===== src/design/capt_pkg.sv =====
// capt_pkg: shared types, constants and helpers for the cell area/perimeter table
// used by every module of cell_area_perimeter_table but capt_ram; depends on nothing else

package capt_pkg;

    // sizing
    localparam int MAX_CELLS  = 255;
    localparam int NEIGHBORS  = 8;
    localparam int AREA_BITS  = 16;
    localparam int ID_BITS    = 8;
    localparam int PERIM_BITS = 16;
    localparam int TYPE_BITS  = 4;
    localparam int CFG_BITS   = 4;
    localparam int ID_CAP     = (MAX_CELLS < 255) ? MAX_CELLS : 255;
    localparam int ADDR_BITS  = ($clog2(MAX_CELLS) > 0) ? $clog2(MAX_CELLS) : 1;
    localparam int CNT_BITS   = $clog2(NEIGHBORS + 1);
    localparam int WIDE_BITS  = 33;

    localparam logic [ID_BITS-1:0]   ID_CAP_V    = ID_BITS'(ID_CAP);
    localparam logic [CFG_BITS-1:0]  NBR_MAX     = CFG_BITS'(NEIGHBORS);
    localparam logic [CFG_BITS-1:0]  NBR_RESET   = CFG_BITS'(8);
    localparam logic [WIDE_BITS-1:0] AREA_MAX_W  = (WIDE_BITS'(1) << AREA_BITS) - WIDE_BITS'(1);

    // operation codes
    localparam logic [2:0] FN_COPY     = 3'd0;
    localparam logic [2:0] FN_ADD      = 3'd1;
    localparam logic [2:0] FN_REMOVE   = 3'd2;
    localparam logic [2:0] FN_SET_TYPE = 3'd3;
    localparam logic [2:0] FN_KILL     = 3'd4;
    localparam logic [2:0] FN_QUERY    = 3'd5;
    localparam logic [2:0] FN_COUNT    = 3'd6;

    // status codes
    localparam logic [1:0] ST_OK     = 2'd0;
    localparam logic [1:0] ST_UNUSED = 2'd1;
    localparam logic [1:0] ST_FULL   = 2'd2;
    localparam logic [1:0] ST_SAT    = 2'd3;

    typedef logic [AREA_BITS-1:0] t_area;
    typedef logic [ADDR_BITS-1:0] t_addr;
    typedef logic [CNT_BITS-1:0]  t_cnt;

    typedef struct packed {
        t_area                 area;
        logic [PERIM_BITS-1:0] perim;
        logic [TYPE_BITS-1:0]  ctype;
    } t_entry;

    typedef struct packed {
        logic [2:0]            func;
        logic [ID_BITS-1:0]    source_id;
        logic [ID_BITS-1:0]    target_id;
        logic [63:0]           neighbor_ids;
        logic [15:0]           area_value;
        logic [15:0]           perimeter_value;
        logic [TYPE_BITS-1:0]  type_value;
    } t_in;

    typedef struct packed {
        logic [ID_BITS-1:0]    new_id;
        logic [15:0]           area;
        logic [15:0]           perimeter;
        logic [TYPE_BITS-1:0]  cell_type;
        logic [7:0]            live_count;
        logic [1:0]            status;
    } t_out;

    typedef struct packed {
        logic src;
        logic tgt;
    } t_hit;

    // table writes and result worked out for one item
    typedef struct packed {
        logic   wr1_en;
        t_addr  wr1_addr;
        t_entry wr1_data;
        logic   wr2_en;
        t_addr  wr2_addr;
        t_entry wr2_data;
        logic   add_cell;
        t_out   res;
    } t_upd;

    // table row of a cell id (ids start at 1)
    function automatic t_addr f_id_addr(input logic [ID_BITS-1:0] id);
        logic [ID_BITS-1:0] d;
        d = id - ID_BITS'(1);
        return t_addr'(d);
    endfunction

endpackage


===== src/design/capt_lane.sv =====
// capt_lane: one neighbor lane, compares a neighbor id with the source and target ids
// uses capt_pkg

module capt_lane (
    input  logic [capt_pkg::ID_BITS-1:0] i_nbr_id,
    input  logic [capt_pkg::ID_BITS-1:0] i_src_id,
    input  logic [capt_pkg::ID_BITS-1:0] i_tgt_id,
    input  logic                         i_en,
    output capt_pkg::t_hit               o_hit
);
    import capt_pkg::*;

    // a lane past the neighbor count never hits
    always_comb begin
        o_hit.src = i_en && (i_nbr_id == i_src_id);
        o_hit.tgt = i_en && (i_nbr_id == i_tgt_id);
    end

endmodule


===== config.mk =====
export PLATFORM = sky130hd
export DESIGN_NAME = capt_lane
export DESIGN_NICKNAME = d
export VERILOG_FILES = /design/src/design/capt_pkg.sv /design/src/design/capt_lane.sv
export SDC_FILE = /design/constraint.sdc
export NUM_CORES = 1
export LEC_CHECK = 0
export BUFFER_PORTS_ARGS = -buffer_cell sky130_fd_sc_hd__clkbuf_2
export CAP_MARGIN = 20
export CORE_AREA = 5 5 42 44
export DETAILED_ROUTE_END_ITERATION = 8
export DIE_AREA = 0 0 47 49
export PLACE_DENSITY = 0.49
export SYNTH_ARGS = -nofsm -noshare
export SYNTH_HDL_FRONTEND = slang
export SYNTH_SLANG_ARGS = --single-unit

===== constraint.sdc =====
create_clock -name vclk -period 2.1
set_clock_uncertainty 0.15 [all_clocks]
set_input_delay 0.42 -clock vclk [all_inputs]
set_output_delay 0.42 -clock vclk [all_outputs]
set_load 0.01 [all_outputs]

==> impl_metrics.csv <==
group,metric,value,unit
sta,clock.fmax,0.590,GHz
layout,final_cell_mix,"27 x clkbuf_2, 16 x xnor2_1",
setup_path,critical_path.max_fanout,2,
sta,tightest_slew,0.158,ns
power,power.leakage,0.154,nW
layout,area_delta_synth_final,81.6,%
detailed_routing,routedWlPerCell,8.43,µm
floorplan,rows,14,
layout,mostFrequentLayoutCell,"clkbuf_2",
global_routing,grt-ovfl-total,0,
setup_path,startpoint_type,"input port",
floorplan,coreArea,1400,µm²
sta,min_period,1.70,ns
layout,final_nets,78,
setup_path,critical_path_class,"in2out",
detailed_routing,ant_nets,0,
placement,globalplace.congestion,0.594,
sta,hold_viol,0,
floorplan,dieArea,2300,µm²
floorplan,io_pins,27,
layout,nFlopsAndLatches,0,
detailed_routing,drc,0,
sta,drv_slew,0,
detailed_routing,drt_wl_total,565,µm
power,vdd_drop_max,0.0000706,V
synth,synth_cells,24,
sta,maxSlewHeadroom,89.4,%
detailed_routing,drtIter0Drc,0,
layout,insertedDiodeCount,0,
global_routing,antenna_found_initial,0,
synth,ys_types,5,
hold_path,hp-class,"in2out",
cts,cts_setup_buffers,0,
layout,layout-drive-gt1-share,56.9,%
cts,cts_resized,0,
synth,avgSynthCellArea,7.92,µm²
sta,setup_viol,0,
cts,hold_buffers,0,
detailed_routing,vias,236,
placement,port_buffers,27,
floorplan,die_y,49,µm
placement,dp_hpwl,576,µm
global_routing,grt_pass1_wl,917,µm
floorplan,initial_utilization,13.6,%
placement,placed_cells,67,
global_routing,grt_max_degree,3,
synth,synth_seq_area_share,0,%
setup_path,cp-end-kind,"output pin",
layout,ff_latch_area,0,µm²
global_routing,grtUsageTotal,5.12,%
synth,ys_warn_count,0,
layout,clkbuf_count,0,
synth,synthesis.area,190,µm²
synth,syn_nets,49,
sta,period_share,80.8,%
detailed_routing,first_pass_iters,1,
power,powerDensity,186,nW/µm²
sta,finalSetupTns,0,ns
detailed_routing,viasPerCell,3.52,
outcome,status,"complete, no violations",
setup_path,arrival,1.13,ns
global_routing,first_global_vias,240,
floorplan,die_w,47,µm
setup_path,required,1.53,ns
layout,layout.cells.non_filler,67,
sta,rsz0062_at_grt,"no",
job,maxCapViolations,0,
-- layout make-up --
| class | instances | area (µm²) |
|---|---|---|
| well taps | 16 | 20.0 |
| repair buffers | 27 | 135 |
| multi-input cells | 24 | 190 |
| fillers | 170 | 1060 |
-- through the flow --
stage | instance area (µm²) | hold WS, ns | util (%) | setup WS, ns | total power, mW
4_1_cts | 345 | 1.00 | 24.6 | 0.380 | 0.0661
5_1_grt | 345 | 1.02 | 24.6 | 0.293 | 0.0726
6_report | 345 | 0.996 | 24.6 | 0.404 | 0.0642
3_3_place_gp | 345 | 0.998 | 24.6 | 0.396 | 0.0654
2_1_floorplan | 190 | 0.787 | - | 0.642 | 0.0324
3_5_place_dp | 345 | 1.00 | 24.6 | 0.384 | 0.0658
-- cells by family (layout without fill, tap and decap cells) --
kind of cell	after synthesis	in the layout	share of synthesized area (%)
buffers and inverters	0	27	0
AND/OR/NAND/NOR	8	8	26.3
XOR/XNOR	16	16	73.7
-- critical path, cell delays in order --
cell      delay, ns
clkbuf_2       0.10
xnor2_1        0.17
nand4_1        0.13
nor3_2         0.16
clkbuf_2       0.15
-- metal layers --
layer  up-vias  track usage (%)  routed length [µm]
met1        86             7.83                 209
met5         -                0                   0
met4         0                0                   0
met3         0                0                  83
li1        134                -                   -
met2        16             8.37                 272
-- final timing paths --
| path | from | to | slack, ns | cells after the start |
|---|---|---|---|---|
| worst max-delay path | i_nbr_id[5] | o_hit[0] | 0.40 | 5 |
| worst min-delay path | i_en | o_hit[0] | 1.0 | 4 |
-- power breakdown --
| part | internal (mW) | switching [mW] | total [mW] |
|---|---|---|---|
| Combinational | 0.0389 | 0.0253 | 0.0642 |
| Sequential | 0 | 0 | 0 |
| Clock | 0 | 0 | 0 |
-- synth_stat cells --
master    n  share of area (%)
nor3_2    2                 11
nand3_1   2                5.3
nand2_1   2                3.9
xnor2_1  16                 74
nand4_1   2                6.6
Power figures use the tool's default switching activity.
