### config.mk
export PLATFORM = sky130hd
export DESIGN_NAME = capt_merge
export DESIGN_NICKNAME = d
export VERILOG_FILES = /design/src/design/capt_pkg.sv /design/src/design/capt_merge.sv
export SDC_FILE = /design/constraint.sdc
export NUM_CORES = 1
export LEC_CHECK = 0
export BUFFER_PORTS_ARGS = -buffer_cell sky130_fd_sc_hd__clkbuf_2
export CAP_MARGIN = 20
export CORE_AREA = 2 2 39 41
export CTS_CLUSTER_DIAMETER = 100
export DETAILED_ROUTE_END_ITERATION = 8
export DIE_AREA = 0 0 41 43
export PLACE_DENSITY = 0.76
export SYNTH_ARGS = -nofsm -noshare
export SYNTH_HDL_FRONTEND = slang
export SYNTH_SLANG_ARGS = --single-unit
### constraint.sdc
create_clock -name i_clk -period 7.65 [get_ports i_clk]
set_input_delay 1.9125 -clock i_clk [delete_from_list [all_inputs] [get_ports i_clk]]
set_output_delay 1.9125 -clock i_clk [all_outputs]
set_load 0.05 [all_outputs]
### src/design/capt_pkg.sv
// capt_pkg: shared types, constants and helpers for the cell area/perimeter table
// used by every module of cell_area_perimeter_table but capt_ram; depends on nothing else

package capt_pkg;

    // sizing
    localparam int MAX_CELLS  = 255;
    localparam int NEIGHBORS  = 8;
    localparam int AREA_BITS  = 16;
    localparam int ID_BITS    = 8;
    localparam int PERIM_BITS = 16;
    localparam int TYPE_BITS  = 4;
    localparam int CFG_BITS   = 4;
    localparam int ID_CAP     = (MAX_CELLS < 255) ? MAX_CELLS : 255;
    localparam int ADDR_BITS  = ($clog2(MAX_CELLS) > 0) ? $clog2(MAX_CELLS) : 1;
    localparam int CNT_BITS   = $clog2(NEIGHBORS + 1);
    localparam int WIDE_BITS  = 33;

    localparam logic [ID_BITS-1:0]   ID_CAP_V    = ID_BITS'(ID_CAP);
    localparam logic [CFG_BITS-1:0]  NBR_MAX     = CFG_BITS'(NEIGHBORS);
    localparam logic [CFG_BITS-1:0]  NBR_RESET   = CFG_BITS'(8);
    localparam logic [WIDE_BITS-1:0] AREA_MAX_W  = (WIDE_BITS'(1) << AREA_BITS) - WIDE_BITS'(1);

    // operation codes
    localparam logic [2:0] FN_COPY     = 3'd0;
    localparam logic [2:0] FN_ADD      = 3'd1;
    localparam logic [2:0] FN_REMOVE   = 3'd2;
    localparam logic [2:0] FN_SET_TYPE = 3'd3;
    localparam logic [2:0] FN_KILL     = 3'd4;
    localparam logic [2:0] FN_QUERY    = 3'd5;
    localparam logic [2:0] FN_COUNT    = 3'd6;

    // status codes
    localparam logic [1:0] ST_OK     = 2'd0;
    localparam logic [1:0] ST_UNUSED = 2'd1;
    localparam logic [1:0] ST_FULL   = 2'd2;
    localparam logic [1:0] ST_SAT    = 2'd3;

    typedef logic [AREA_BITS-1:0] t_area;
    typedef logic [ADDR_BITS-1:0] t_addr;
    typedef logic [CNT_BITS-1:0]  t_cnt;

    typedef struct packed {
        t_area                 area;
        logic [PERIM_BITS-1:0] perim;
        logic [TYPE_BITS-1:0]  ctype;
    } t_entry;

    typedef struct packed {
        logic [2:0]            func;
        logic [ID_BITS-1:0]    source_id;
        logic [ID_BITS-1:0]    target_id;
        logic [63:0]           neighbor_ids;
        logic [15:0]           area_value;
        logic [15:0]           perimeter_value;
        logic [TYPE_BITS-1:0]  type_value;
    } t_in;

    typedef struct packed {
        logic [ID_BITS-1:0]    new_id;
        logic [15:0]           area;
        logic [15:0]           perimeter;
        logic [TYPE_BITS-1:0]  cell_type;
        logic [7:0]            live_count;
        logic [1:0]            status;
    } t_out;

    typedef struct packed {
        logic src;
        logic tgt;
    } t_hit;

    // table writes and result worked out for one item
    typedef struct packed {
        logic   wr1_en;
        t_addr  wr1_addr;
        t_entry wr1_data;
        logic   wr2_en;
        t_addr  wr2_addr;
        t_entry wr2_data;
        logic   add_cell;
        t_out   res;
    } t_upd;

    // table row of a cell id (ids start at 1)
    function automatic t_addr f_id_addr(input logic [ID_BITS-1:0] id);
        logic [ID_BITS-1:0] d;
        d = id - ID_BITS'(1);
        return t_addr'(d);
    endfunction

endpackage

### src/design/capt_merge.sv
// capt_merge: adds up the lane hits into registered neighbor match counts
// uses capt_pkg

module capt_merge (
    input  logic           i_clk,
    input  logic           i_load,
    input  capt_pkg::t_hit i_hits [capt_pkg::NEIGHBORS],
    output capt_pkg::t_cnt o_eq_s,
    output capt_pkg::t_cnt o_eq_t
);
    import capt_pkg::*;

    t_cnt sum_s;
    t_cnt sum_t;
    t_cnt r_eq_s;
    t_cnt r_eq_t;

    // count of matching lanes
    always_comb begin
        sum_s = '0;
        sum_t = '0;
        for (int i = 0; i < NEIGHBORS; i++) begin
            sum_s = sum_s + t_cnt'(i_hits[i].src);
            sum_t = sum_t + t_cnt'(i_hits[i].tgt);
        end
    end

    // captured with the item
    always_ff @(posedge i_clk) begin
        if (i_load) begin
            r_eq_s <= sum_s;
            r_eq_t <= sum_t;
        end
    end

    assign o_eq_s = r_eq_s;
    assign o_eq_t = r_eq_t;

endmodule

==> impl_metrics.tcl <==
set metrics [dict create \
    outcome "finished clean" \
    vias 407 \
    synth_async_sr_flop_share 0 \
    post_cts_buffers 0 \
    cp_top_family "adder cells" \
    switchingPower_mw 0.0850 \
    start_util 0.432 \
    p_clk_frac 0.164 \
    dieArea_mm2 0.00176 \
    arrival_ns 4.34 \
    holdPathEnd "o_eq_t[0]" \
    synth_compound_area_frac 0.0167 \
    fmaxAchievable_mhz 231 \
    ir_drop_v 0.0000739 \
    vias_per_cell 4.33 \
    nets 112 \
    totalWireLength_um 963 \
    syn-cell-area_um2 598 \
    hold_viol 0 \
    p_comb_frac 0.497 \
    synth_edf_count 8 \
    coreArea_mm2 0.00138 \
    period_needed_ns 4.33 \
    gp_congestion 0.659 \
    dr.first_iter.drc_count 1 \
    worstPathCellList "clkbuf_2 > fa_1 > inv_1 > fa_1 > fa_1 > inv_1 > ha_1 > inv_1 > fa_1 > inv_1" \
    synthMostInstantiatedCell "inv_1" \
    hold_depth 2 \
    cts_buffers 3 \
    hp-class "in2reg" \
    drt_first_pass_iters 2 \
    cp-end-kind "register" \
    grt_max_degree 9 \
    cp_num_buf_inv 5 \
    setup_tns_ns 0 \
    port_buffers 25 \
    grt-ovfl-total 0 \
    p_per_area_mw_per_mm2 258 \
    yosys.area.top_type "edfxtp_1" \
    drc 0 \
    hold_ws_ns 1.97 \
    synth_top_family_by_area "adder cells" \
    area_growth_pct 28.0 \
    rsz0062_at_grt "no" \
    crit_type "in2reg" \
    antenna_left 0 \
    maxSlewHeadroom 0.814 \
    finalCritPeriodShare 0.567 \
    die_y_um 43 \
    worst_slew_pin_slew_ns 0.280 \
    synth_xor_xnor_area_share 0.0293 \
    hp-start "i_hits[4]" \
    cts.sinks 8 \
    placed_cells 91 \
    ys_seq_area_frac 0.402 \
    root_buffer "clkbuf_4" \
    cts_hold_buf 0 \
    synthDominantCellAreaShare 0.402 \
    drive_above_1_share 0.359 \
    io_pins 26 \
    start_kind "input pin" \
    drv_slew 0 \
    cellLeakagePower_nw 0.421 \
    antenna_found_initial 0 \
    hpwl_um 863 \
    slowest_delay_ns 0.52 \
    p_int_mw 0.112 \
    antenna_cells 0 \
    placed_area_um2 743 \
    synth.area.top_cells "edfxtp_1 40%, fa_1 27%, inv_1 14%" \
    slowest_stage "fa_1" \
    synth.mux.area_fraction 0 \
    max_cap_violations 0 \
    synthFlopType "edfxtp_1" \
    power_mw 0.198 \
    synth_common_cells "22 x inv_1, 8 x edfxtp_1, 8 x fa_1" \
    cts_tree "yes" \
    syn-num-nets 82 \
    path_max_fanout 2 \
    rows 14 \
    die_x_um 41 \
    final_area_um2 766 \
    synth_simple_gate_area_frac 0.0209 \
    multi_input_area_um2 275 \
    cts_resized 0 \
    grt_pass1_vias 423 \
    cts_max_level 1 \
    grt_pass1_wl_um 1680 \
    synth-seq-cells 8 \
    yosysWarningCount 0 \
    avgSynthCellArea_um2 12.0 \
    seqPwrFrac 0.338 \
    fillers 115 \
    setup_violations 0 \
    synth.distinct_cells 7 \
    path_clk_slew_ns 0.05 \
    synth_fa_ha_area_frac 0.393 \
    syn_inst 50 \
    clockBufferDepth 2 \
    wire_per_inst_um 10.2 \
    seqCellArea_um2 240 \
    track_usage 0.155 \
    switching_share 0.430 \
    layoutNonFillerInstCount 94 \
    crit_required_ns 7.66 \
]
-- layer usage --
| layer | global-route usage | vias to the layer above | part of all wire |
|---|---|---|---|
| met5 | 0 | - | 0 |
| met4 | 0.120 | 0 | 0.028 |
| met3 | 0.0628 | 4 | 0.073 |
| met2 | 0.219 | 14 | 0.51 |
| met1 | 0.175 | 189 | 0.39 |
| li1 | - | 200 | - |
-- cell usage in the layout (no fill, tap or decap) --
cell type  netlist  routed
nor2b_1          2       2
clkbuf_2         0      25
clkbuf_4         0       3
a21oi_1          2       2
ha_1             6       6
edfxtp_1         8       8
xnor2_1          2       2
fa_1             8       8
inv_1           22      22
-- cell families (layout without fill, tap and decap cells) --
logic type / count (synthesis) / after routing
DFF: 8 / 8
and+or+nand+nor: 2 / 2
xor gates and xnor gates: 2 / 2
buffers and inverters: 22 / 50
AOI/OAI and AO/OA: 2 / 2
adders and majority gates: 14 / 14
-- power by group through the flow --
| stage | logic, mW | clock network (mW) | registers (mW) |
|---|---|---|---|
| final | 0.0982 | 0.0325 | 0.0669 |
| after global routing | 0.111 | 0.0367 | 0.0683 |
| after CTS | 0.100 | 0.0339 | 0.0670 |
| after detailed placement | 0.0991 | 0 | 0.0682 |
| after global placement | 0.0942 | 0 | 0.0671 |
| after floorplan | 0.0355 | 0 | 0.106 |
-- state kept, by name, indices dropped and copies added (netlist names) --
signal and count:
o_eq_s 4, o_eq_t 4
-- worst max-delay path by stage --
stage / from / to / slack (ns) / cells after the start
3_3_place_gp: i_hits[0] / o_eq_t[2] / 3.14 / 10
6_report: i_hits[0] / o_eq_t[1] / 3.32 / 10
4_1_cts: i_hits[0] / o_eq_t[1] / 3.30 / 10
3_5_place_dp: i_hits[0] / o_eq_t[1] / 3.04 / 10
2_1_floorplan: i_hits[0] / o_eq_t[1] / 3.30 / 9
5_1_grt: i_hits[0] / o_eq_t[2] / 3.25 / 10
-- final cells by class --
type / count / share of cell area
Multi-Input combinational cell: 20 / 0.359
Sequential cell: 8 / 0.314
Timing Repair Buffer: 25 / 0.163
Inverter: 22 / 0.108
Clock buffer: 3 / 0.0294
Tap cell: 16 / 0.0261
-- metrics by stage --
step,worst slack (ns),utilization
final,3.32,0.553
after global routing,3.25,0.553
after CTS,3.30,0.553
after detailed placement,3.04,0.537
after global placement,3.14,0.537
after floorplan,3.30,-
No activity file was read; power rests on OpenSTA's default activity.
