[src/design/capt_pkg.sv]
// capt_pkg: shared types, constants and helpers for the cell area/perimeter table
// used by every module of cell_area_perimeter_table but capt_ram; depends on nothing else

package capt_pkg;

    // sizing
    localparam int MAX_CELLS  = 255;
    localparam int NEIGHBORS  = 8;
    localparam int AREA_BITS  = 16;
    localparam int ID_BITS    = 8;
    localparam int PERIM_BITS = 16;
    localparam int TYPE_BITS  = 4;
    localparam int CFG_BITS   = 4;
    localparam int ID_CAP     = (MAX_CELLS < 255) ? MAX_CELLS : 255;
    localparam int ADDR_BITS  = ($clog2(MAX_CELLS) > 0) ? $clog2(MAX_CELLS) : 1;
    localparam int CNT_BITS   = $clog2(NEIGHBORS + 1);
    localparam int WIDE_BITS  = 33;

    localparam logic [ID_BITS-1:0]   ID_CAP_V    = ID_BITS'(ID_CAP);
    localparam logic [CFG_BITS-1:0]  NBR_MAX     = CFG_BITS'(NEIGHBORS);
    localparam logic [CFG_BITS-1:0]  NBR_RESET   = CFG_BITS'(8);
    localparam logic [WIDE_BITS-1:0] AREA_MAX_W  = (WIDE_BITS'(1) << AREA_BITS) - WIDE_BITS'(1);

    // operation codes
    localparam logic [2:0] FN_COPY     = 3'd0;
    localparam logic [2:0] FN_ADD      = 3'd1;
    localparam logic [2:0] FN_REMOVE   = 3'd2;
    localparam logic [2:0] FN_SET_TYPE = 3'd3;
    localparam logic [2:0] FN_KILL     = 3'd4;
    localparam logic [2:0] FN_QUERY    = 3'd5;
    localparam logic [2:0] FN_COUNT    = 3'd6;

    // status codes
    localparam logic [1:0] ST_OK     = 2'd0;
    localparam logic [1:0] ST_UNUSED = 2'd1;
    localparam logic [1:0] ST_FULL   = 2'd2;
    localparam logic [1:0] ST_SAT    = 2'd3;

    typedef logic [AREA_BITS-1:0] t_area;
    typedef logic [ADDR_BITS-1:0] t_addr;
    typedef logic [CNT_BITS-1:0]  t_cnt;

    typedef struct packed {
        t_area                 area;
        logic [PERIM_BITS-1:0] perim;
        logic [TYPE_BITS-1:0]  ctype;
    } t_entry;

    typedef struct packed {
        logic [2:0]            func;
        logic [ID_BITS-1:0]    source_id;
        logic [ID_BITS-1:0]    target_id;
        logic [63:0]           neighbor_ids;
        logic [15:0]           area_value;
        logic [15:0]           perimeter_value;
        logic [TYPE_BITS-1:0]  type_value;
    } t_in;

    typedef struct packed {
        logic [ID_BITS-1:0]    new_id;
        logic [15:0]           area;
        logic [15:0]           perimeter;
        logic [TYPE_BITS-1:0]  cell_type;
        logic [7:0]            live_count;
        logic [1:0]            status;
    } t_out;

    typedef struct packed {
        logic src;
        logic tgt;
    } t_hit;

    // table writes and result worked out for one item
    typedef struct packed {
        logic   wr1_en;
        t_addr  wr1_addr;
        t_entry wr1_data;
        logic   wr2_en;
        t_addr  wr2_addr;
        t_entry wr2_data;
        logic   add_cell;
        t_out   res;
    } t_upd;

    // table row of a cell id (ids start at 1)
    function automatic t_addr f_id_addr(input logic [ID_BITS-1:0] id);
        logic [ID_BITS-1:0] d;
        d = id - ID_BITS'(1);
        return t_addr'(d);
    endfunction

endpackage

[src/design/capt_update.sv]
// capt_update: entry arithmetic for every operation, table writes and the result item
// uses capt_pkg

module capt_update (
    input  capt_pkg::t_in                 i_item,
    input  logic [capt_pkg::CFG_BITS-1:0] i_nbr_n,
    input  capt_pkg::t_cnt                i_eq_s,
    input  capt_pkg::t_cnt                i_eq_t,
    input  capt_pkg::t_entry              i_ent_a,
    input  capt_pkg::t_entry              i_ent_b,
    input  logic [capt_pkg::ID_BITS-1:0]  i_cells,
    input  logic [7:0]                    i_live,
    output capt_pkg::t_upd                o_upd
);
    import capt_pkg::*;

    logic [ID_BITS-1:0]   src;
    logic [ID_BITS-1:0]   tgt;
    logic                 src_live;
    logic                 tgt_live;
    logic                 same;
    t_entry               s_new;
    t_entry               t_base;
    t_entry               t_new;
    t_entry               ent;
    t_entry               shown;
    logic                 s_sat;
    logic                 t_sat;
    logic [17:0]          s_pv;
    logic [17:0]          t_pv;
    logic [WIDE_BITS-1:0] aval_w;
    logic [WIDE_BITS-1:0] area_w;
    logic [WIDE_BITS-1:0] diff_w;
    logic [WIDE_BITS-1:0] show_w;
    logic                 show_en;

    assign src      = i_item.source_id;
    assign tgt      = i_item.target_id;
    assign src_live = (src != '0) && (src <= i_cells);
    assign tgt_live = (tgt != '0) && (tgt <= i_cells);
    assign same     = (src == tgt);
    assign aval_w   = WIDE_BITS'(i_item.area_value);
    assign area_w   = WIDE_BITS'(i_ent_a.area);
    assign diff_w   = area_w - aval_w;

    // copy, source side: grow by one site, perimeter by n - 2*eq
    always_comb begin
        s_new = i_ent_a;
        s_sat = 1'b0;
        s_pv  = 18'(i_ent_a.perim) + 18'(i_nbr_n) - (18'(i_eq_s) << 1);
        if (&i_ent_a.area) begin
            s_sat = 1'b1;
        end else begin
            s_new.area = i_ent_a.area + AREA_BITS'(1);
        end
        if (s_pv[17]) begin
            s_new.perim = '0;
            s_sat       = 1'b1;
        end else if (s_pv[16]) begin
            s_new.perim = '1;
            s_sat       = 1'b1;
        end else begin
            s_new.perim = s_pv[15:0];
        end
    end

    // copy, target side: shrink by one site, perimeter by 2*eq - n
    always_comb begin
        t_base = (same && src != '0) ? s_new : i_ent_b;
        t_new  = t_base;
        t_sat  = 1'b0;
        t_pv   = 18'(t_base.perim) + (18'(i_eq_t) << 1) - 18'(i_nbr_n);
        if (t_base.area == '0) begin
            t_sat = 1'b1;
        end else begin
            t_new.area = t_base.area - AREA_BITS'(1);
        end
        if (t_pv[17]) begin
            t_new.perim = '0;
            t_sat       = 1'b1;
        end else if (t_pv[16]) begin
            t_new.perim = '1;
            t_sat       = 1'b1;
        end else begin
            t_new.perim = t_pv[15:0];
        end
    end

    // per-operation writes and result
    always_comb begin
        o_upd   = '0;
        ent     = i_ent_a;
        shown   = i_ent_a;
        show_en = 1'b0;
        case (i_item.func)
            FN_COPY: begin
                if ((src != '0 && !src_live) || (tgt != '0 && !tgt_live)) begin
                    o_upd.res.status = ST_UNUSED;
                end else begin
                    if (src != '0 && !same) begin
                        o_upd.wr1_en   = 1'b1;
                        o_upd.wr1_addr = f_id_addr(src);
                        o_upd.wr1_data = s_new;
                        if (tgt != '0) begin
                            o_upd.wr2_en   = 1'b1;
                            o_upd.wr2_addr = f_id_addr(tgt);
                            o_upd.wr2_data = t_new;
                        end
                    end else if (tgt != '0) begin
                        o_upd.wr1_en   = 1'b1;
                        o_upd.wr1_addr = f_id_addr(tgt);
                        o_upd.wr1_data = t_new;
                    end
                    if ((src != '0 && s_sat) || (tgt != '0 && t_sat)) begin
                        o_upd.res.status = ST_SAT;
                    end
                    show_en = (src != '0);
                    shown   = same ? t_new : s_new;
                end
            end
            FN_ADD: begin
                if (i_cells >= ID_CAP_V) begin
                    o_upd.res.status = ST_FULL;
                end else begin
                    if (aval_w > AREA_MAX_W) begin
                        ent.area         = '1;
                        o_upd.res.status = ST_SAT;
                    end else begin
                        ent.area = aval_w[AREA_BITS-1:0];
                    end
                    ent.perim        = i_item.perimeter_value;
                    ent.ctype        = i_item.type_value;
                    o_upd.wr1_en     = 1'b1;
                    o_upd.wr1_addr   = t_addr'(i_cells);
                    o_upd.wr1_data   = ent;
                    o_upd.add_cell   = 1'b1;
                    o_upd.res.new_id = i_cells + ID_BITS'(1);
                    show_en          = 1'b1;
                    shown            = ent;
                end
            end
            FN_REMOVE: begin
                if (!src_live) begin
                    o_upd.res.status = ST_UNUSED;
                end else begin
                    if (area_w < aval_w) begin
                        ent.area         = '0;
                        o_upd.res.status = ST_SAT;
                    end else begin
                        ent.area = diff_w[AREA_BITS-1:0];
                    end
                    o_upd.wr1_en   = 1'b1;
                    o_upd.wr1_addr = f_id_addr(src);
                    o_upd.wr1_data = ent;
                    show_en        = 1'b1;
                    shown          = ent;
                end
            end
            FN_SET_TYPE: begin
                if (!src_live) begin
                    o_upd.res.status = ST_UNUSED;
                end else begin
                    ent.ctype      = i_item.type_value;
                    o_upd.wr1_en   = 1'b1;
                    o_upd.wr1_addr = f_id_addr(src);
                    o_upd.wr1_data = ent;
                    show_en        = 1'b1;
                    shown          = ent;
                end
            end
            FN_KILL: begin
                if (!src_live) begin
                    o_upd.res.status = ST_UNUSED;
                end else begin
                    ent.area       = '0;
                    ent.perim      = '0;
                    o_upd.wr1_en   = 1'b1;
                    o_upd.wr1_addr = f_id_addr(src);
                    o_upd.wr1_data = ent;
                    show_en        = 1'b1;
                    shown          = ent;
                end
            end
            FN_QUERY: begin
                if (!src_live) begin
                    o_upd.res.status = ST_UNUSED;
                end else begin
                    show_en = 1'b1;
                end
            end
            FN_COUNT: begin
                o_upd.res.live_count = i_live;
            end
            default: begin
                o_upd.res.status = ST_UNUSED;
            end
        endcase
        show_w = WIDE_BITS'(shown.area);
        if (show_en) begin
            o_upd.res.area      = show_w[15:0];
            o_upd.res.perimeter = shown.perim;
            o_upd.res.cell_type = shown.ctype;
        end
    end

endmodule

[config.mk]
export PLATFORM = sky130hd
export DESIGN_NAME = capt_update
export DESIGN_NICKNAME = d
export VERILOG_FILES = /design/src/design/capt_pkg.sv /design/src/design/capt_update.sv
export SDC_FILE = /design/constraint.sdc
export NUM_CORES = 1
export LEC_CHECK = 0
export BUFFER_PORTS_ARGS = -buffer_cell sky130_fd_sc_hd__buf_2
export CORE_UTILIZATION = 45
export DETAILED_ROUTE_END_ITERATION = 16
export MAX_ROUTING_LAYER = met4
export PLACE_DENSITY = 0.91
export SYNTH_ARGS = -nofsm -noshare
export SYNTH_HDL_FRONTEND = slang
export SYNTH_SLANG_ARGS = --single-unit
export TNS_END_PERCENT = 20
[constraint.sdc]
create_clock -name vclk -period 8.7
set_input_delay 1.74 -clock vclk [all_inputs]
set_output_delay 1.74 -clock vclk [all_outputs]
set_load 0.01 [all_outputs]
==> impl_metrics.tcl <==
set metrics [dict create \
    grt_overflow 0 \
    end_kind "output port" \
    row_count 50 \
    antenna_found_initial 1 \
    leakage_nw 5.72 \
    period_share_pct 104 \
    maxCapViolCount 0 \
    syn_area_per_cell_sq_um 6.33 \
    n_fill_cell 1755 \
    yosys_warnings 0 \
    synth-compound-area-share_pct 40.3 \
    core_area_sq_um 18800 \
    drc 0 \
    die_area_sq_um 19800 \
    vias 13300 \
    grt_use_total_pct 45.4 \
    synth_fa_ha_area_share_pct 12.8 \
    syn_nets 1671 \
    grt_max_degree 47 \
    drv_slew 0 \
    cts.hold.buffers_added 0 \
    muxShareOfSynthArea_pct 2.77 \
    ys_types 91 \
    cp.required_ns 6.96 \
    place_ws_ns -0.722 \
    cp_data_arrival_time_ns 7.32 \
    multiInputGateArea_sq_um 8520 \
    synth_top_family_by_area "compound AO/OA/AOI/OAI gates" \
    drt_first_pass_iters 6 \
    worstHoldStart "i_live[3]" \
    die_y_um 141 \
    seq_cells 0 \
    ys_seq_area_share_pct 0 \
    drt_iter0_drc 1845 \
    syn_area_sq_um 8660 \
    power.total_uw 944 \
    slew_headroom_pct 31.0 \
    synthCells 1368 \
    grt_pass1_vias 12400 \
    wire_per_inst_um 22.7 \
    tightest_slew_ns 1.03 \
    start_util_pct 46.2 \
    power_density_nw_per_um2 78.5 \
    grt_setup_unrepaired "true" \
    ys_top_cells_by_count "166 x nor2_1, 133 x o21ai_0, 131 x nand2_1" \
    post-route-min-period_ns 9.06 \
    nClkBuffers 0 \
    finish.utilization_pct 64.1 \
    grt_pass1_wl_mm 68.5 \
    antenna_left 0 \
    fmax_mhz 110 \
    yosysMostFrequentCell "nor2_1" \
    whs_ns 3.76 \
    yosys.area.top_type "ha_1" \
    critical_path_class "primary input to output port" \
    synthXorXnorAreaFrac_pct 8.17 \
    synth_top_area_share_pct 11.0 \
    gp_congestion 1.05 \
    fp.dieW_um 141 \
    synthSimpleGateAreaFrac_pct 28.3 \
    peakVddDrop_mv 0.0306 \
    tns_ns -11.34 \
    path_max_fanout 7 \
    min_to "o_upd[5]" \
    regArea_sq_um 0 \
    setup_ws_ns -0.360 \
    crit_path_start_kind "primary input" \
    synth_area_leaders "ha_1 11%, o21ai_0 7.7%, nor2_1 7.2%, a21oi_1 6.3%, nand2_1 5.7%" \
    dp_hpwl_mm 35.6 \
    areaGrowthSynthToFinish_pct 38.8 \
    io_pins 364 \
    final_nets 2060 \
    hold_class "primary input to output port" \
    hold_violations 0 \
    drive_gt1_share_pct 34.7 \
    status "complete, but fails checks" \
    via_per_inst 6.67 \
    portBuffers 300 \
    whs_path_depth 3 \
    finalWirelength_mm 45.3 \
    setup_violations 50 \
    violations "negative setup slack" \
]
-- how the worst max path moves through the flow --
stage / startpoint / to / slack (ns) / cells after the start
3_5_place_dp: i_nbr_n[2] / o_upd[15] / -0.72 / 29
2_1_floorplan: i_nbr_n[2] / o_upd[110] / -0.04 / 28
6_report: i_eq_s[1] / o_upd[1] / -0.36 / 26
3_3_place_gp: i_nbr_n[2] / o_upd[15] / -0.61 / 29
4_1_cts: i_eq_s[1] / o_upd[15] / -0.30 / 31
5_1_grt: i_nbr_n[3] / o_upd[1] / -0.55 / 30
-- routing by layer --
metal | GRT usage [%] | vias up | wire length [um]
met3 | 8.12 | 289 | 5410
met2 | 72.8 | 1085 | 20100
met5 | - | - | 0
met1 | 51.2 | 6031 | 15800
met4 | 32.0 | 0 | 4010
li1 | - | 5887 | -
-- metrics by stage --
step,instance area [sq um],std cells
6_report,12000,1993
5_1_grt,12000,1990
4_1_cts,11800,1989
3_5_place_dp,11300,1975
3_3_place_gp,11300,1975
2_1_floorplan,8670,1368
-- final cells by class --
type / count / area share [%]
diodes: 4 / 0.0832
inverters: 91 / 2.84
multi-input cells: 1200 / 70.8
well taps: 234 / 2.43
repair buffers: 464 / 23.8
-- where the power goes --
part | leakage, nW | internal [mW] | switching, mW
Clock | 0.0000236 | 0.0000000573 | 0
Sequential | 0 | 0 | 0
Combinational | 5.72 | 0.393 | 0.550
-- layout by cell type (no fill, tap or decap), types with 17 or more instances in the layout --
cell      instances
buf_2           289
o211ai_1         22
buf_6            17
o21ai_0         108
a21o_1           26
o21ai_1          21
nor3_1           31
a21oi_1          95
nor2_1          150
buf_4           155
inv_1            83
nand2_1         128
xor2_1           23
nand3_1          34
ha_1             70
a31oi_1          18
o21ai_2          18
o21a_1           20
xnor2_1          55
-- critical path, stage by stage --
cell	delay (ns)
buf_6	0.09
fa_1	0.54
inv_2	0.05
ha_4	0.23
o21a_1	0.11
o211ai_1	0.21
and2_1	0.20
o221ai_2	0.15
a31oi_2	0.35
buf_4	0.23
nor2_1	0.09
mux2i_1	0.18
fa_2	0.51
buf_4	0.16
fa_2	0.38
nor2b_1	0.12
o21a_1	0.17
o21ai_2	0.08
a21oi_2	0.20
o2111ai_2	0.18
a21boi_2	0.28
o22ai_4	0.16
a21bo_2	0.24
o31a_1	0.23
a211o_1	0.27
buf_4	0.16
-- cells by family after synthesis --
family | after synthesis
compound gates | 515
xor+xnor | 80
mux | 23
simple gates | 497
buf+inv | 169
fa+ha+maj | 84
-- repair_timing --
item | 4_1_cts | 5_1_grt
resized for setup | 96 | 56
endpoints found under the setup margin | 50 | 50
pin swaps | 45 | 35
setup buffers | 12 | 4
gates cloned | 3 | 0
No activity file was read; power rests on OpenSTA's default activity.
