## src/design/capt_ram.sv

```systemverilog
// capt_ram: generic RAM, one write port and two registered read ports
// stand-alone, no package needed

module capt_ram #(
    parameter int WIDTH = 8,
    parameter int DEPTH = 16
) (
    input  logic                     i_clk,
    input  logic                     i_we,
    input  logic [$clog2(DEPTH)-1:0] i_waddr,
    input  logic [WIDTH-1:0]         i_wdata,
    input  logic [$clog2(DEPTH)-1:0] i_raddr_a,
    output logic [WIDTH-1:0]         o_rdata_a,
    input  logic [$clog2(DEPTH)-1:0] i_raddr_b,
    output logic [WIDTH-1:0]         o_rdata_b
);

    logic [WIDTH-1:0] r_mem [DEPTH];
    logic [WIDTH-1:0] r_rdata_a;
    logic [WIDTH-1:0] r_rdata_b;

    // write and registered reads
    always_ff @(posedge i_clk) begin
        if (i_we) begin
            r_mem[i_waddr] <= i_wdata;
        end
        r_rdata_a <= r_mem[i_raddr_a];
        r_rdata_b <= r_mem[i_raddr_b];
    end

    assign o_rdata_a = r_rdata_a;
    assign o_rdata_b = r_rdata_b;

endmodule

```

## config.mk

```make
export PLATFORM = sky130hd
export DESIGN_NAME = capt_ram
export DESIGN_NICKNAME = d
export VERILOG_FILES = /design/src/design/capt_ram.sv
export SDC_FILE = /design/constraint.sdc
export NUM_CORES = 1
export LEC_CHECK = 0
export ABC_AREA = 1
export BUFFER_PORTS_ARGS = -buffer_cell sky130_fd_sc_hd__buf_2
export CAP_MARGIN = 15
export CORE_AREA = 2 2 131 133
export DETAILED_ROUTE_END_ITERATION = 16
export DIE_AREA = 0 0 133 135
export PLACE_DENSITY = 0.61
export SETUP_SLACK_MARGIN = 0.3
export SLEW_MARGIN = 10
export SYNTH_ARGS = -nofsm -noshare
export SYNTH_HDL_FRONTEND = slang
export SYNTH_SLANG_ARGS = --single-unit
```

## constraint.sdc

```tcl
create_clock -name i_clk -period 3 [get_ports i_clk]
set_input_delay 0.75 -clock i_clk [delete_from_list [all_inputs] [get_ports i_clk]]
set_output_delay 0.75 -clock i_clk [all_outputs]
set_load 0.005 [all_outputs]
```

==> results of run 1 <==
==> per-layer routing <==
layer	vias to the layer above	routed length [um]	global-route usage
met5	-	0	0
met4	0	642	0.100
met3	46	2150	0.0526
met2	360	9200	0.360
met1	2736	9290	0.360
li1	2783	-	-
==> tightest hold or removal path, stage by stage (launching register included) <==
cell,delay [ns]
edfxtp_1,0.32
inv_1,0.05
nand2_1,0.05
nand3_1,0.06
nand3_1,0.07
nand3_1,0.06
nand2_1,0.05
==> placed cells by master, fill, tap and decap left out <==
cell type     n
buf_12        2
bufinv_16     1
clkinv_4      5
clkbuf_1      2
clkinv_1      1
clkinvlp_4    2
edfxtp_1    128
inv_2         4
inv_6         1
nand3_1     225
dfxtp_1      16
inv_1       134
nand3b_1      2
buf_4        11
clkinv_2      3
clkbuf_16    17
nand2_1     277
nor2_1       17
buf_2        37
==> area by class of cell <==
cell class	count	area, sq um
flip-flops and latches	144	4160
inverters	138	518
fillers	1558	8350
multi-input cells	521	2240
well taps	220	275
repair buffers	50	308
clock inverters	13	116
clock buffers	19	433
==> synthesized netlist by cell type <==
| master | number |
|---|---|
| buf_1 | 1 |
| buf_2 | 26 |
| buf_4 | 4 |
| buf_6 | 14 |
| clkbuf_1 | 3 |
| dfxtp_1 | 16 |
| edfxtp_1 | 128 |
| inv_1 | 134 |
| inv_2 | 4 |
| nand2_1 | 277 |
| nand3_1 | 225 |
| nand3b_1 | 2 |
| nor2_1 | 17 |
==> cells by family after synthesis <==
family,Yosys count
AND/OR/NAND/NOR,521
buffers and inverters,186
flip-flops,144
==> flip-flops by register name, summed over array words and instances (netlist names) <==
signal	flops
r_mem	128
o_rdata_b	8
o_rdata_a	8
==> through the flow <==
stage	total power, uW	instances	util	setup slack (ns)	cell area, sq um
4_1_cts	4700	1105	0.491	1.15	8060
2_1_floorplan	2580	851	-	1.30	7260
3_5_place_dp	2760	1073	0.458	0.720	7510
5_1_grt	4840	1105	0.491	1.07	8060
6_report	4680	1105	0.491	1.12	8060
3_3_place_gp	2760	1073	0.458	0.742	7510
==> worst max-delay path by stage <==
stage,start,to
finish,i_waddr[3],r_mem[5][1]
global route,i_waddr[3],r_mem[5][0]
CTS,i_waddr[3],r_mem[5][0]
detailed placement,i_waddr[3],r_mem[5][1]
global placement,i_waddr[3],r_mem[5][2]
floorplan,i_waddr[2],r_mem[10][0]
==> where the power goes <==
group          leakage (uW)  total, uW  internal (uW)  switching (uW)
clock              0.000265       1960           1140             824
sequential          0.00129       2260           2240            17.6
combinational       0.00207        460            132             328
==> results.md, run 1 <==
* Yosys reg bits at 144
* Syn Inst Count at 851
* Startpoint Class: input port
* Synthesized Nets at 873
* Worst skew pair latency at 0.42 ns
* CTS Buffer Depth at 2
* RR Startpoint: r_mem[1][2]
* Hold Path Depth at 6
* Reg2Reg Setup Slack at 1.85 ns
* # Post-CTS Setup Buffers at 0
* Unique cell type count in the Yosys netlist at 13
* Max-Cap Viols at 0
* Hold Path Class: reg -> reg
* GP Congestion at 0.886
* Grt ovf at 0
* Synthesized area per cell at 8.53 sq um
* HPWL after DPL at 13600 um
* Setup TNS at 0 ns
* Proportion of synthesized area in mux cells at 0
* Worst hold start: r_mem[10][2]
* Synth area leader: edfxtp_1
* Synth Warn # at 0
* DRC Markers at 0
* Rel. slew slack at 0.340
* CTS Sinks at 144
* Layout area overhead at 11.0%
* Fin crit period at 1.88 ns
* PwrDens at 581 nW/um^2
* Worst path cell trace: buf_2, nand3b_1, nor2_1
* Vias at 5925
* Final Routed Wirelength at 21300 um
* Top-level I/O count at 38
* Stages on worst setup path at 3
* Critical path arrival at 1.92 ns
* Crit path capture type: flop
* Simple-gate area share of the yosys netlist at 0.309
* Site row count at 47
* Ranking of synthesized cells by area: edfxtp_1, nand3_1, nand2_1, inv_1, dfxtp_1
* CORE AREA at 16400 sq um
* Layout cell share with drive strength beyond 1 at 0.0938
* Synth Area in Adders at 0
* Antenna violations before repair at 0
* Peak VDD IR at 0.449 mV
* IO buf count at 37
* Vias in the first global route at 5484
* CP delay by family, top: simple AND/OR/NAND/NOR gates
* Least-Margin Pin Slew at 0.987 ns
* Pre-antenna DRT Iters at 8
* Largest net degree at the start of global routing at 65
* Worst-path fanout max at 8
* Die H at 135 um
* Crit Path Class: in -> reg
* Die footprint at 18000 sq um
* DR vias/cell at 5.36
* Worst Hold End: o_rdata_a[2]
* Leakage at 0.00363 uW
* Hold_buf cts at 0
* Max Clock Freq at 531 MHz
* Xor and xnor area share after synthesis at 0
* Slowest stage cell on the critical path: nor2_1
* Post-synthesis sequential area ratio at 0.574
* Gr usage total at 0.247
* WL per Instance at 19.3 um
* First-pass GRT wire length at 32800 um
* Period utilization at 0.628
* Clock Tree Root: clkbuf_16
* Final-report hold violation count at 0
* Synthesized cell area at 7260 sq um
* R2r endpoint: o_rdata_b[2]
* Nets at 894
* Cts bufs inserted at 17
* DIE WIDTH at 133 um
* CTS tree: done
* Initial Util at 0.442
* R2R depth at 6
* Synth Area in Compound Gates at 0
* Status: finished, final reports clean
* Finish-stage setup viols at 0
* H-tree levels at 4
* Final Max Tran Viols at 0
* CP peak stage delay at 0.80 ns
* Top cell type's share of synthesized area at 0.529
* Largest family of logic cells by synthesized area: simple AND/OR/NAND/NOR gates
* Detail Route Antenna Nets at 0
* Antenna diode count at 0
* WP data required at 3.04 ns
* Hold Slack at 0.683 ns
* RSZ-0062 raised after global routing: no
* WP buf/inv at 1
* Clock skew at 0.00828 ns
* Post-CTS Resized at 0
* DR iter-0 viols at 907
* Clock transition at path regs at 0.06 ns
(Power assumes the default switching activity.)
==> run 2: changes to the inputs <==
ABC_AREA = 0   (was 1)
CORE_AREA = 2 2 122 124   (was 2 2 131 133)
DIE_AREA = 0 0 124 126   (was 0 0 133 135)
PLACE_DENSITY = 0.64   (was 0.61)
clock period = 1.6 ns   (was 3 ns; I/O delays follow)
==> run 2 against run 1 <==
Clock power rose by 99%; core utilization rose by 5.6 points; combinational power rose by 63%; largest power group unchanged; hold slack got worse by 0.32 ns; die area fell by 13%; first-iteration DRC count fell by 54%; total power rose by 90%; highest routed layer unchanged; clock-buffer cell count rose by 1; setup slack got worse by 0.93 ns.
==> results.md, run 2 <==
* Antenna diode count at 0
* Synth area leader: edfxtp_1
* Pre-antenna DRT Iters at 4
* Top-level I/O count at 38
* Synthesized Nets at 329
* Max Clock Freq at 710 MHz
* Layout area overhead at 23.4%
* Site row count at 44
* Dpl cell area at 7080 sq um
* Initial Util at 0.443
* Slowest stage cell on the critical path: mux4_4
* IO buf count at 37
* Final-report hold violation count at 0
* CP delay by family, top: multiplexers
* Yosys reg bits at 144
* Critical path arrival at 1.71 ns
* Startpoint Class: flop
* Top reg by flops: r_mem
* Largest family of logic cells by synthesized area: multiplexers
* Crit Path Class: reg -> reg
* Synth Area in Compound Gates at 0.0379
* DR iter-0 viols at 414
* Worst skew pair latency at 0.42 ns
* Die footprint at 15600 sq um
* CTS Buffer Depth at 2
* Proportion of synthesized area in mux cells at 0.244
* Detail Route Antenna Nets at 0
* Fin cells at 587
* EDFF count, synth at 128
* Max-Cap Viols at 0
* Leakage at 0.00265 uW
* Least-Margin Pin Slew at 0.970 ns
* Layout cell share with drive strength beyond 1 at 0.524
* WP buf/inv at 0
* DIE WIDTH at 124 um
* Vias at 3425
* Synth top cells by count: edfxtp_1, mux4_2, a22oi_1
* Post-synth ARST share at 0
* Gr usage total at 0.209
* GP Congestion at 0.776
* CORE AREA at 14300 sq um
* Finish-stage setup viols at 0
* DRC Markers at 0
* Status: finished, final reports clean
* Xor and xnor area share after synthesis at 0
* Top FF cell, synth: edfxtp_1
* CTS Sinks at 144
* Vias in the first global route at 3593
* Period utilization at 0.881
* Worst hold start: i_wdata[4]
* DR vias/cell at 5.83
* Synth Warn # at 0
* Placed Cells at 550
* Clock Tree Root: clkbuf_16
* Grt ovf at 0
* Synthesized cell area at 6350 sq um
* Final Max Tran Viols at 0
* Clock skew at 0.0109 ns
* Die H at 126 um
* Syn Inst Count at 307
* HPWL after DPL at 9730 um
* Final Routed Wirelength at 15100 um
* Worst Setup SP: r_mem[3][7]
* Unique cell type count in the Yosys netlist at 20
* Worst-path fanout max at 2
* Design area at 7830 sq um
* RR Startpoint: r_mem[3][7]
* Fin crit period at 1.41 ns
* Ranking of synthesized cells by area: edfxtp_1, mux4_2, mux4_1, dfxtp_1, a22oi_1
* First-pass GRT wire length at 22300 um
* Crit path capture type: flop
* CTS tree: done
* Worst path cell trace: mux4_4, a22oi_2, nand2_1
* Antenna violations before repair at 0
* RSZ-0062 raised after global routing: yes
* Peak VDD IR at 0.856 mV
* Synthesized area per cell at 20.7 sq um
* PwrDens at 1140 nW/um^2
* Cts bufs inserted at 17
* Overall Power at 8910 uW
* WL per Instance at 25.7 um
* Largest net degree at the start of global routing at 17
* Commonest non-fill, non-tap cell in the layout: edfxtp_1
* Max FFs per register at 128
* Most frequent cell after synthesis: edfxtp_1
* WP data required at 1.90 ns
* CP peak stage delay at 0.63 ns
* Rel. slew slack at 0.352
* Most frequent cells in the layout: edfxtp_1, mux4_2, buf_2
* Hold Path Class: in -> reg
* Simple-gate area share of the yosys netlist at 0.0343
* Nets at 412
* Post-synthesis sequential area ratio at 0.656
* H-tree levels at 4
* Clock transition at path regs at 0.06 ns
* Synth Area in Adders at 0
* Top cell type's share of synthesized area at 0.606
-- run 2: changes by cell type in the layout (fill, tap and decap cells not counted), sizes merged, moves of 3 or more --
cell and delta:
nand2 -260, mux4 +64, inv -139, a22oi +32, nor2 -3, nand3 -224, nor3 +4, buf +33
-- run 2: repair_timing --
action / in CTS / in global routing
resized for setup: 13 / 16
hold buffers: 0 / 0
setup buffers: 0 / 4
pin swaps: 2 / 3
endpoints found under the setup margin: 14 / 18
cloned: 1 / 0
-- run 2: per-stage QoR --
step,utilization,TNS [ns],hold WS [ns],setup WS [ns]
after floorplan,-,0,0.499,0.0970
after global placement,0.494,-3.26,0.673,-0.215
after detailed placement,0.494,-3.43,0.685,-0.222
after CTS,0.539,0,0.346,0.194
after global routing,0.547,0,0.362,0.164
final,0.547,0,0.359,0.191
-- run 2: cell families (layout without fill, tap and decap cells) --
family / after synthesis / in the layout
flip-flops: 144 / 144
multiplexers: 64 / 64
AND/OR/NAND/NOR: 47 / 47
AO/OA/AOI/OAI: 32 / 32
buffers and inverters: 20 / 116
-- run 2: area by class of cell --
type                       instances  area, sq um
clock buffer                      20          437
clock inverter                    12          143
fill                            1107         6480
multi-input combinational        143         2070
tap                              184          230
sequential                       144         4170
timing repair buffer              84          781
-- run 2: path summary, 6_finish.rpt --
kind                                     end  slack [ns]  depth (start not counted)
worst min-delay path             r_mem[7][4]        0.36                          1
worst min register to register  o_rdata_a[2]        0.70                          3
worst max register to register  o_rdata_b[7]        0.19                          3
worst max-delay path            o_rdata_b[7]        0.19                          3
-- run 2: metal layers --
layer  up-vias  routed length (um)  global-route usage
met3        16                1050              0.0589
li1       1480                   -                   -
met2       119                7930               0.345
met1      1810                5930               0.274
met4         0                 177              0.0529
met5         -                   0                   0
-- run 2: where the power goes --
| group | total, uW | switching (uW) | internal, uW |
|---|---|---|---|
| clock network | 3900 | 1470 | 2430 |
| logic | 751 | 372 | 379 |
| registers | 4260 | 47.4 | 4210 |
==> run 3: changes to the inputs <==
CORE_AREA = 10 10 130 132   (was 2 2 122 124)
DIE_AREA = 0 0 140 142   (was 0 0 124 126)
==> run 3 against run 2 <==
Clock-buffer cell count shrank 3; register-to-register slack hardly changed; core utilization grew 0.60 points; largest cell class unchanged; largest power group unchanged.
==> results.md, run 3 (synthesis gave the netlist of run 2 again) <==
* DR vias/cell at 6.01
* R2R depth at 3
* Comb pwr share at 0.083
* CTS Buffer Depth at 2
* WL per Instance at 26.1 um
* Worst skew pair latency at 0.43 ns
* Leakage at 0.00265 uW
* Antenna diode count at 0
* Nets at 406
* Final-report hold violation count at 0
* Site row count at 44
* IO buf count at 37
* Sw Pwr at 1990 uW
* Setup TNS at 0 ns
* Startpoint Class: flop
* Worst-path fanout max at 2
* PwrDens at 1160 nW/um^2
* DR iter-0 viols at 306
* Cts bufs inserted at 17
* Period utilization at 0.876
* Initial Util at 0.443
* Pre-CTS WS at -0.212 ns
* Clock Tree Root: clkbuf_16
* H-tree levels at 4
* Final Routed Wirelength at 15200 um
* Crit Path Class: reg -> reg
* Final Max Tran Viols at 0
* DIE WIDTH at 140 um
* Top reg by flops: r_mem
* Die footprint at 19900 sq um
* Pre-antenna DRT Iters at 5
* Placed Cells at 547
* RSZ-0062 raised after global routing: yes
* CTS tree: done
* Fin crit period at 1.40 ns
* DRC Markers at 0
* Status: finished, final reports clean
* First-pass GRT wire length at 23000 um
* R2r endpoint: o_rdata_a[0]
* Hold Path Depth at 1
* CORE AREA at 14300 sq um
* Critical path arrival at 1.72 ns
* Reg2Reg Setup Slack at 0.20 ns
* Layout cell share with drive strength beyond 1 at 0.534
* WP data required at 1.92 ns
* Max Clock Freq at 714 MHz
* HPWL after DPL at 10000 um
* Least-Margin Pin Slew at 0.934 ns
* Clock transition at path regs at 0.06 ns
* Max-Cap Viols at 0
* Design area at 7920 sq um
* Worst Hold End: r_mem[8][2]
* Dpl cell area at 7130 sq um
* Part of the power in the clock network at 0.455
* Seq pwr share at 0.462
* Finish-stage setup viols at 0
* Peak VDD IR at 0.826 mV
* Gr usage total at 0.158
* Antenna violations before repair at 0
* Switching Share at 0.216
* Largest net degree at the start of global routing at 19
* Max FFs per register at 128
* Crit path capture type: flop
* RR Startpoint: r_mem[3][0]
* Clock skew at 0.00451 ns
* Most frequent cells in the layout: edfxtp_1, mux4_2, buf_2
* GP Congestion at 0.778
* Grt ovf at 0
* Die H at 142 um
* Overall Power at 9220 uW
* Final WS setup at 0.199 ns
* Rel. slew slack at 0.375
* Fin cells at 581
* Worst hold start: i_wdata[2]
* Detail Route Antenna Nets at 0
* Vias at 3490
* CTS Sinks at 144
* P_int at 7230 uW
* Hold Path Class: in -> reg
* Layout area overhead at 24.8%
* Top-level I/O count at 38
* Vias in the first global route at 3699
* Commonest non-fill, non-tap cell in the layout: edfxtp_1
## run 3: worst max-delay path, cell delays in order (launching register included)
cell      delay (ns)
edfxtp_1        0.41
mux4_4          0.62
a22oi_2         0.19
nand2_1         0.08
## run 3: worst max path at each step
stage	startpoint	endpoint	slack [ns]	cells after the start
5_1_grt	r_mem[3][0]	o_rdata_a[0]	0.16	3
3_5_place_dp	i_raddr_b[3]	o_rdata_b[7]	-0.21	4
4_1_cts	r_mem[3][0]	o_rdata_a[0]	0.21	3
2_1_floorplan	i_waddr[2]	r_mem[0][0]	0.1	2
6_report	r_mem[3][0]	o_rdata_a[0]	0.20	3
3_3_place_gp	i_raddr_a[0]	o_rdata_a[5]	-0.21	5
## run 3: per-layer routing
layer  vias to the layer above  track usage  share of wire
met4                         0       0.0641          0.017
met2                       147        0.254           0.50
met3                        23       0.0407          0.074
met1                      1849        0.201           0.41
met5                         -            0              0
li1                       1471            -              -
## run 3: power groups by stage
stage	clock network (uW)	logic (uW)	registers, uW
after global placement	0	712	4330
after global routing	4390	825	4270
after detailed placement	0	720	4330
after floorplan	0	428	4320
final	4190	766	4260
after CTS	4230	749	4260
## run 3: per-stage QoR
step | hold slack (ns) | util
floorplan | 0.499 | -
global placement | 0.675 | 0.498
detailed placement | 0.685 | 0.498
CTS | 0.347 | 0.548
global route | 0.360 | 0.553
finish | 0.352 | 0.553
## run 3: what timing repair did
| item | CTS | global route |
|---|---|---|
| cloned | 1 | 0 |
| buffers inserted | 0 | 1 |
| pin swaps | 2 | 4 |
| hold buffers | 0 | 0 |
| resized for setup | 15 | 20 |
| endpoints found under the setup margin | 16 | 19 |
## run 3: layout make-up
cell class                 count  area (sq um)
fill                        1090          6400
clock inverter                15           209
clock buffer                  17           425
tap                          184           230
sequential                   144          4170
timing repair buffer          78           813
multi-input combinational    143          2070
